## src/rtl/core/cbi_pkg.sv

```systemverilog
// Shared constants and types for the convolutional byte interleaver.
// No dependencies; used by cbi_addr_gen, the top level and the testbench.
package cbi_pkg;

  localparam int unsigned BranchCountDef = 12;
  localparam int unsigned CellDepthDef   = 17;

  // Per-transfer control from the address generator to the datapath.
  typedef struct packed {
    logic pass;    // branch zero: byte goes straight through
    logic filled;  // branch has wrapped once, store entry holds real data
  } cbi_req_t;

endpackage

```

## src/rtl/core/cbi_addr_gen.sv

```systemverilog
// Branch selector and per-branch circular pointers for the delay store.
// Depends on cbi_pkg.
module cbi_addr_gen #(
  parameter int unsigned BranchCount = 12,
  parameter int unsigned CellDepth   = 17,
  parameter int unsigned AddrW       = 11
) (
  input  logic              clk_i,
  input  logic              rst_ni,
  input  logic              step_i,
  output logic [AddrW-1:0]  addr_o,
  output cbi_pkg::cbi_req_t req_o
);
  import cbi_pkg::*;

  localparam int unsigned MaxLen = CellDepth * (BranchCount - 1);
  localparam int unsigned PtrW   = (MaxLen > 1) ? $clog2(MaxLen) : 1;
  localparam int unsigned LenW   = $clog2(MaxLen + 1);
  localparam int unsigned BrW    = $clog2(BranchCount);

  logic [BrW-1:0]   branch_q, branch_d;
  logic [AddrW-1:0] base_q, base_d;
  logic [LenW-1:0]  len_q, len_d;
  logic [PtrW-1:0]  ptr_q [BranchCount];
  logic [BranchCount-1:0] filled_q;

  logic [PtrW-1:0] ptr_cur;
  logic [LenW-1:0] ptr_inc;
  logic            wrap;
  logic            last;

  assign ptr_cur = ptr_q[branch_q];
  assign ptr_inc = LenW'(ptr_cur) + LenW'(1);
  assign wrap    = (ptr_inc == len_q);
  assign last    = (branch_q == BrW'(BranchCount - 1));

  assign addr_o       = base_q + AddrW'(ptr_cur);
  assign req_o.pass   = (branch_q == '0);
  assign req_o.filled = filled_q[branch_q];

  // Base and length of the next branch follow by one add each, or go to zero after the last branch.
  always_comb begin
    if (last) begin
      branch_d = '0;
      base_d   = '0;
      len_d    = '0;
    end else begin
      branch_d = branch_q + BrW'(1);
      base_d   = base_q + AddrW'(len_q);
      len_d    = len_q + LenW'(CellDepth);
    end
  end

  always_ff @(posedge clk_i or negedge rst_ni) begin
    if (!rst_ni) begin
      branch_q <= '0;
      base_q   <= '0;
      len_q    <= '0;
      filled_q <= '0;
      for (int i = 0; i < int'(BranchCount); i++) begin
        ptr_q[i] <= '0;
      end
    end else if (step_i) begin
      branch_q <= branch_d;
      base_q   <= base_d;
      len_q    <= len_d;
      if (!req_o.pass) begin
        if (wrap) begin
          ptr_q[branch_q]    <= '0;
          filled_q[branch_q] <= 1'b1;
        end else begin
          ptr_q[branch_q] <= ptr_inc[PtrW-1:0];
        end
      end
    end
  end

endmodule

```

## config.mk

```make
export PLATFORM = sky130hd
export DESIGN_NAME = cbi_addr_gen
export DESIGN_NICKNAME = d
export VERILOG_FILES = /design/src/rtl/core/cbi_pkg.sv /design/src/rtl/core/cbi_addr_gen.sv
export SDC_FILE = /design/constraint.sdc
export NUM_CORES = 1
export LEC_CHECK = 0
export BUFFER_PORTS_ARGS = -buffer_cell sky130_fd_sc_hd__buf_2
export CAP_MARGIN = 30
export CORE_MARGIN = 1.5
export CORE_UTILIZATION = 45
export CTS_BUF_LIST = sky130_fd_sc_hd__clkbuf_4
export DETAILED_ROUTE_END_ITERATION = 10
export MAX_ROUTING_LAYER = met4
export SYNTH_ARGS = -nofsm -noshare
export SYNTH_HDL_FRONTEND = slang
export SYNTH_SLANG_ARGS = --single-unit
```

## constraint.sdc

```tcl
create_clock -name clk_i -period 10.6 [get_ports clk_i]
set_input_delay 0.53 -clock clk_i [delete_from_list [all_inputs] [get_ports clk_i]]
set_output_delay 0.53 -clock clk_i [all_outputs]
set_load 0.1 [all_outputs]
```

After elaboration in Yosys (flattened, before gate mapping)
Index checks and enable logic that the tools add are counted.

storage, ports and cells
  register bits = 131
  output and inout port bits = 13

operators by class
  $add $sub $neg = 5
  order comparisons = 4
  eq/ne operators = 2
  muxes and demuxes = 14
  bitwise gates (word level) = 5
  reduce and logical (&&, ||, !) cells = 5

operators by type and width
  operator               number
  $and A96 B96 Y96       1
  $bwmux W96             1
  $mux W96               1
  $not A96 Y96           1
  $bmux W8 S4            1
  $demux W8 S4           1
  $mux W8                4
  $add A11 B8 Y11        2
  $or A12 B12 Y12        1
  $mux W11               1
  $add A8 B1 Y8 const B  1
  $add A8 B5 Y8 const B  1
  $eq A8 B8 Y1           1
  $ge A5 B5 Y1 const B   1
  $lt A4 B5 Y1 const B   1
  $lt A5 B1 Y1 const B   1
  $not A4 Y5             1
  $add A4 B1 Y4 const B  1
  $bmux W1 S4            1
  $demux W1 S4           1
  $eq A4 B4 Y1 const B   1
  $ge A4 B1 Y1 const B   1
  $logic_not A4 Y1       1
  $mux W4                1
  5 further kinds        7

Logic depth before layout (Yosys ltp)
Gate-level depths: netlist (run 1).

  depth after elaboration = 8
  gate-level depth with buffers = 18

Worst setup path after synthesis (run 1)
No wires, ideal clock.

  path kind = register to output
  from = register branch_q[0]
  to = output port addr_o[10]
  data arrival time = 4.680 ns
  data required time = 10.070 ns
  setup slack = 5.390 ns
  cell stages (with the launch flop) = 19
  buffers on the path = 3
  path through = dfrtp_1 -> buf_6 -> buf_6 -> mux4_2 -> nand3b_1 -> o21ai_2 -> clkbuf_1 -> ha_1 -> inv_1 -> fa_1 -> nor2b_1 -> o21ai_0 -> a21boi_0 -> o21ai_0 -> nand2b_1 -> a21o_1 -> a21o_1 -> nand3_1 -> xnor2_1

on the way
  word-level cells in the longest chain between the ends = 5

RTL lines
  item                                         line                RTL
  start, declared                              cbi_addr_gen.sv:21  logic [BrW-1:0] branch_q, branch_d;
  start signal, assigned                       cbi_addr_gen.sv:64  branch_q <= branch_d;
  $not A4 Y5 (implied by the code)             cbi_addr_gen.sv:32  assign ptr_cur = ptr_q[branch_q];
  $bmux W8 S4                                  cbi_addr_gen.sv:32
  $mux W8 (implied by the code) (2 in series)  cbi_addr_gen.sv:32
  $add A11 B8 Y11                              cbi_addr_gen.sv:37  assign addr_o = base_q + AddrW'(ptr_cur);
  end, declared                                cbi_addr_gen.sv:11  output logic [AddrW-1:0] addr_o,

No other way between the ends. The select of a mux whose other input is x is not followed.

Worst setup path after layout (run 1)
  from = register branch_q[1]
  to = output port addr_o[10]

The elaborated chain is that of the path after synthesis.

==> results_dict.tcl, run 1 <==
set metrics [dict create \
    outcome "complete, no violations" \
    initial_core_util_pct 45.7 \
    synth_area_leaders "dfrtp_1 48%, mux4_2 8.5%, o31ai_1 7.5%" \
    synth-async-reset-ratio_pct 100 \
    path_depth 17 \
    first_pass_iters 5 \
    r2r_slack_ps 5400 \
    worstHoldEndpoint "ptr_q[93]$_DFFE_PN0P_" \
    die_area_mm2 0.0161 \
    gp_congestion 0.813 \
    cts_sinks 131 \
    drc_errors 0 \
    dr_total_vias 4763 \
    syn_area_per_cell_um2 11.0 \
    grt_max_degree 89 \
    synth_ff_type "dfrtp_1" \
    cp_data_required_time_ps 10070 \
    worstSetupPathType "register to output pin" \
    fin_setup_tns_ps 0 \
    syn_to_final_growth_pct 5.39 \
    timing.rr.start "branch_q[1]$_DFFE_PN0P_" \
    seq_area_frac_synth_pct 47.6 \
    layout.nets 642 \
    cts_hold_buf 1 \
    cpPeakStageDelay_ps 850 \
    critPathLaunchType "register" \
    final_core_util_pct 48.1 \
    place_area_mm2 0.00698 \
    min_period_ps 5760 \
    layout_commonest_cell "dfrtp_1" \
    tightest_slew_ps 1030 \
    dp_cells 782 \
    drt-total-wl_um 16100 \
    drv_cap 0 \
    finalHoldViolCount 0 \
    clock.fmax_mhz 174 \
    die_w_um 127 \
    syn_nets 654 \
    cts_inserted_buffers 17 \
    antenna_found_initial 1 \
    htree_levels 4 \
    maxSlewViolCount 0 \
    io_pins 16 \
    fin_crit_sh_pct 54.3 \
    r2r_cells 12 \
    layout.cells.non_filler 815 \
    grt-ovfl-total 0 \
    yosysTopAreaCellShare_pct 47.6 \
    yosys.area.top_type "dfrtp_1" \
    crit_family "compound AO/OA/AOI/OAI gates" \
    num_rows 45 \
    die_y_um 127 \
    hp-class "register to register" \
    synth_edf_count 0 \
    drt_iter0_markers 454 \
    drt-wirelength-per-cell_um 19.7 \
    finalSetupViolations 0 \
    cp_cell_sequence "buf_4 -> mux4_2 -> mux2i_1 -> o21ai_2 -> ha_1 -> inv_1 -> fa_1 -> nor2b_1 -> o21ai_0 -> a21boi_0 -> o21ai_0 -> nand2b_1 -> a21o_1 -> a21o_1 -> nand3_1 -> xnor2_1 -> buf_2" \
    grt_usage_pct 22.4 \
    holdPathStages 0 \
    end_kind "output pin" \
    p_leak_uw 0.00331 \
    mostFrequentLayoutCells "131 x dfrtp_1, 110 x nand2_1, 69 x o31ai_1, 29 x o21ai_0, 26 x mux4_2" \
    p_per_area_mw_per_mm2 290 \
    grt_pass1_wl_um 26600 \
    core-area_mm2 0.0151 \
    drive_above_1_share_pct 15.2 \
    synth_seq_cells 131 \
    critPathMaxFanout 17 \
    clock_path_buffers 2 \
    clk_pin_slew_worst_paths_ps 100 \
    ys_types 51 \
    dp_hpwl_um 10400 \
    worst-path-buf-inv 3 \
    max_slew_margin_pct 31.4 \
    fin_skew_ps 18.1 \
    routed_via_density 5.84 \
    finish.instance_area_mm2 0.00726 \
    cts_root_buf "clkbuf_4" \
    ys.warnings.count 0 \
    netlist_instances 627 \
    ant_nets 0 \
    netlist_area_mm2 0.00689 \
    peakVddDrop_mv 0.203 \
    rsz0062_at_grt "false" \
    portBuffers 15 \
    slowest_stage "dfrtp_1" \
    worstHoldStart "ptr_q[93]$_DFFE_PN0P_" \
    cts_resized 0 \
    cp_data_arrival_time_ps 5230 \
    grt_pass1_vias 4765 \
    cts_tree "yes" \
    worstSkewPairLatency_ps 540 \
    r2r_end "ptr_q[74]$_DFFE_PN0P_" \
    post_cts_buffers 0 \
]
[logic make-up after synthesis]
family                   Yosys count  synth area share (%)
AO/OA/AOI/OAI                    155                  16.8
XOR/XNOR                          34                  4.65
adder cells (fa/ha/maj)           24                  4.58
buffers and inverters             79                  5.38
flip-flops                       131                  47.6
multiplexers                      37                  10.2
AND/OR/NAND/NOR                  167                  10.8
[where the power goes]
group | switching (µW) | internal [µW]
Combinational | 726 | 327
Clock | 174 | 140
Sequential | 126 | 610
Total | 1030 | 1080
[Yosys cell counts (all sizes together), types with 2 or more instances]
cell and instances:
a21boi 3, a21o 5, a21oi 9, a22o 2, a22oi 4, a41o 11
and3 2, buf 29, clkbuf 26, dfrtp 131, fa 2, ha 22
inv 24, mux2 4, mux2i 7, mux4 26, nand2 111, nand2b 3
nand3 18, nand3b 4, nand4 2, nor2 15, nor2b 5, nor3 2
o21ai 32, o22ai 2, o2bb2ai 4, o31ai 78, o32ai 2, xnor2 23
xor2 11
[registers in the layout (all words and copies together) (netlist names)]
name,flops
branch_q,4
filled_q,12
ptr_q,96
len_q,8
base_q,11
[worst max path at each step]
| stage | start | slack, ps | to |
|---|---|---|---|
| 2_1_floorplan | branch_q[0]$_DFFE_PN0P_ | 5390 | addr_o[10] |
| 3_3_place_gp | branch_q[1]$_DFFE_PN0P_ | 5430 | addr_o[10] |
| 3_5_place_dp | branch_q[1]$_DFFE_PN0P_ | 5400 | ptr_q[74]$_DFFE_PN0P_ |
| 4_1_cts | branch_q[1]$_DFFE_PN0P_ | 4800 | addr_o[10] |
| 5_1_grt | branch_q[1]$_DFFE_PN0P_ | 4520 | addr_o[10] |
| 6_report | branch_q[1]$_DFFE_PN0P_ | 4840 | addr_o[10] |
[per-stage QoR]
stage	power, µW	setup slack [ps]	hold slack [ps]
floorplan	1590	5390	234
global placement	1780	5430	361
detailed placement	1800	5400	363
CTS	2110	4800	385
global route	2240	4520	394
finish	2100	4840	380
[area by class of cell]
type / instances / area [µm²]
clock buffer: 20 / 150
inverter: 24 / 90.1
sequential: 131 / 3280
tap: 188 / 235
multi-input combinational: 417 / 3240
timing repair buffer: 24 / 171
clock inverter: 10 / 92.6
antenna: 1 / 2.50
fill: 1394 / 7830
[metal layers]
layer	wire [µm]	global-route usage, %
met5	0	-
met4	151	5.61
met3	789	4.77
met2	7780	34.9
met1	7370	30.3
(Power assumes the default switching activity.)
==> run 2, diff against run 1 <==
==> constraint.sdc (replaced) <==
create_clock -name clk_i -period 4.97 [get_ports clk_i]
set_input_delay 0.2485 -clock clk_i [delete_from_list [all_inputs] [get_ports clk_i]]
set_output_delay 0.2485 -clock clk_i [all_outputs]
set_load 0.1 [all_outputs]
==> results_dict.tcl, run 2 (synthesized netlist as in run 1, its figures left out) <==
set metrics [dict create \
    n_fill_cell 1371 \
    gp_congestion 0.802 \
    reg.largest.list "ptr_q: 96 flops, filled_q: 12 flops, base_q: 11 flops" \
    p_leak_uw 0.00337 \
    worstSkewPairLatency_ps 530 \
    end_kind "output pin" \
    hp-class "input pin to register" \
    routed_via_density 5.77 \
    n_antenna_cell 0 \
    grtUsageMet1_pct 29.6 \
    first_pass_iters 5 \
    r2r_slack_ps 1180 \
    p_per_area_mw_per_mm2 632 \
    fin_skew_ps 19.8 \
    ant_nets 0 \
    grt_usage_pct 22.6 \
    tightest_slew_ps 996 \
    worstSetupEndpoint "addr_o[10]" \
    hold_slack_ps 320 \
    mostFrequentLayoutCells "130 x dfrtp_1, 110 x nand2_1, 69 x o31ai_1, 29 x o21ai_0, 26 x mux4_2" \
    top_usage_layer "met2" \
    cp_data_required_time_ps 4720 \
    dp_hpwl_um 10700 \
    layout.cells.non_filler 822 \
    clk_pin_slew_worst_paths_ps 120 \
    drv_cap 0 \
    peakVddDrop_mv 0.476 \
    die_w_um 127 \
    fin_setup_tns_ps 0 \
    layout.nets 648 \
    worstSetupPathType "register to output pin" \
    max_slew_margin_pct 33.1 \
    dr_total_vias 4740 \
    outcome "complete, no violations" \
    drt-total-wl_um 16300 \
    drc_errors 0 \
    grt_pass1_wl_um 27000 \
    cts_inserted_buffers 17 \
    critPathMaxFanout 16 \
    portBuffers 15 \
    antenna_found_initial 0 \
    finish.instance_area_mm2 0.00746 \
    cp_data_arrival_time_ps 4290 \
    largest_reg_flops 96 \
    r2r_cells 13 \
    htree_levels 4 \
    die_area_mm2 0.0161 \
    cts_sinks 131 \
    critPathLaunchType "register" \
    drive_above_1_share_pct 17.0 \
    drt_iter0_markers 271 \
    grt_max_degree 89 \
    finalHoldViolCount 0 \
    layout_commonest_cell "dfrtp_1" \
    min_period_ps 4540 \
    place_area_mm2 0.00712 \
    syn_to_final_growth_pct 8.26 \
    cts_tree "yes" \
    crit_start "branch_q[0]$_DFFE_PN0P_" \
    grt_pass1_vias 4825 \
    die_y_um 127 \
    finalSetupViolations 0 \
    dp_cells 789 \
    rsz0062_at_grt "false" \
    fin_crit_sh_pct 91.4 \
    clock_path_buffers 2 \
    cts_root_buf "clkbuf_4" \
    met2_usage_pct 35.7 \
    r2r_end "ptr_q[50]$_DFFE_PN0P_" \
    io_pins 16 \
    maxSlewViolCount 0 \
    core-area_mm2 0.0151 \
    grt-ovfl-total 0 \
    regMostFlops "ptr_q" \
    clock.fmax_mhz 220 \
    timing.rr.start "branch_q[0]$_DFFE_PN0P_" \
    initial_core_util_pct 45.7 \
    drt-wirelength-per-cell_um 19.8 \
    met3_usage_pct 5.19 \
    num_rows 45 \
]
==> run 2: changes by cell type in the layout (fill, tap and decap cells not counted), moves of 2 or more <==
cell and change:
clkinv_1 -4, bufinv_16 +2, clkinvlp_4 +4, buf_4 +5
clkbuf_4 -3, buf_12 +6, clkinv_4 +2, buf_2 -5
==> run 2: worst min-delay path by stage <==
stage	start	end	slack (ps)	depth (start not counted)
after floorplan	rst_ni	base_q[0]$_DFFE_PN0P_	-50	0
after global placement	rst_ni	ptr_q[69]$_DFFE_PN0P_	350	1
after detailed placement	ptr_q[95]$_DFFE_PN0P_	ptr_q[95]$_DFFE_PN0P_	360	0
after CTS	step_i	branch_q[1]$_DFFE_PN0P_	280	3
after global routing	step_i	len_q[1]$_DFFE_PN0P_	330	3
final	step_i	branch_q[1]$_DFFE_PN0P_	320	3
==> run 2: through the flow <==
stage | setup WS, ps | utilization, % | power [µW]
finish | 427 | 49.4 | 4710
global route | 24.3 | 49.4 | 5020
CTS | 75.8 | 49.3 | 4740
detailed placement | 719 | 47.2 | 3930
global placement | 819 | 47.2 | 3900
floorplan | 41.1 | - | 3380
==> run 2: repair_timing <==
item	CTS	global route
hold endpoints to repair	82	0
gates resized for setup	0	3
hold buffers	1	0
setup buffers	0	0
setup endpoints to repair	0	3
==> run 2: routing by layer <==
metal,part of all wire (%),routed length (µm)
met2,48,7870
met4,1.5,243
met1,44,7140
met3,6.2,1010
met5,0,0
==> run 2: where the power goes <==
| group | internal, µW | leakage, µW | switching, µW | total, µW |
|---|---|---|---|---|
| Sequential | 1300 | 0.00175 | 240 | 1540 |
| Combinational | 774 | 0.00146 | 1600 | 2370 |
| Clock | 394 | 0.000158 | 407 | 801 |
| Total | 2470 | 0.00337 | 2240 | 4710 |
==> run 2: critical path: stages (launching register included) <==
cell and delay [ps]:
dfrtp_2 510, buf_6 270, mux4_2 530, nand3b_1 150, o21ai_4 180, ha_1 280
inv_1 70, fa_1 200, nor2b_1 60, o21ai_0 210, a21boi_0 150, o21ai_0 180
nand2b_1 110, a21o_1 180, a21o_1 200, nand3_1 100, xnor2_1 180, buf_12 220
==> run 2: area by class of cell <==
type | instances | area, µm² | share of cell area, %
Timing Repair Buffer | 30 | 288 | 3.86
Sequential cell | 131 | 3280 | 44.0
Clock buffer | 17 | 128 | 1.71
Inverter | 24 | 90.1 | 1.21
Multi-Input combinational cell | 417 | 3250 | 43.5
Tap cell | 188 | 235 | 3.15
Clock inverter | 15 | 190 | 2.55
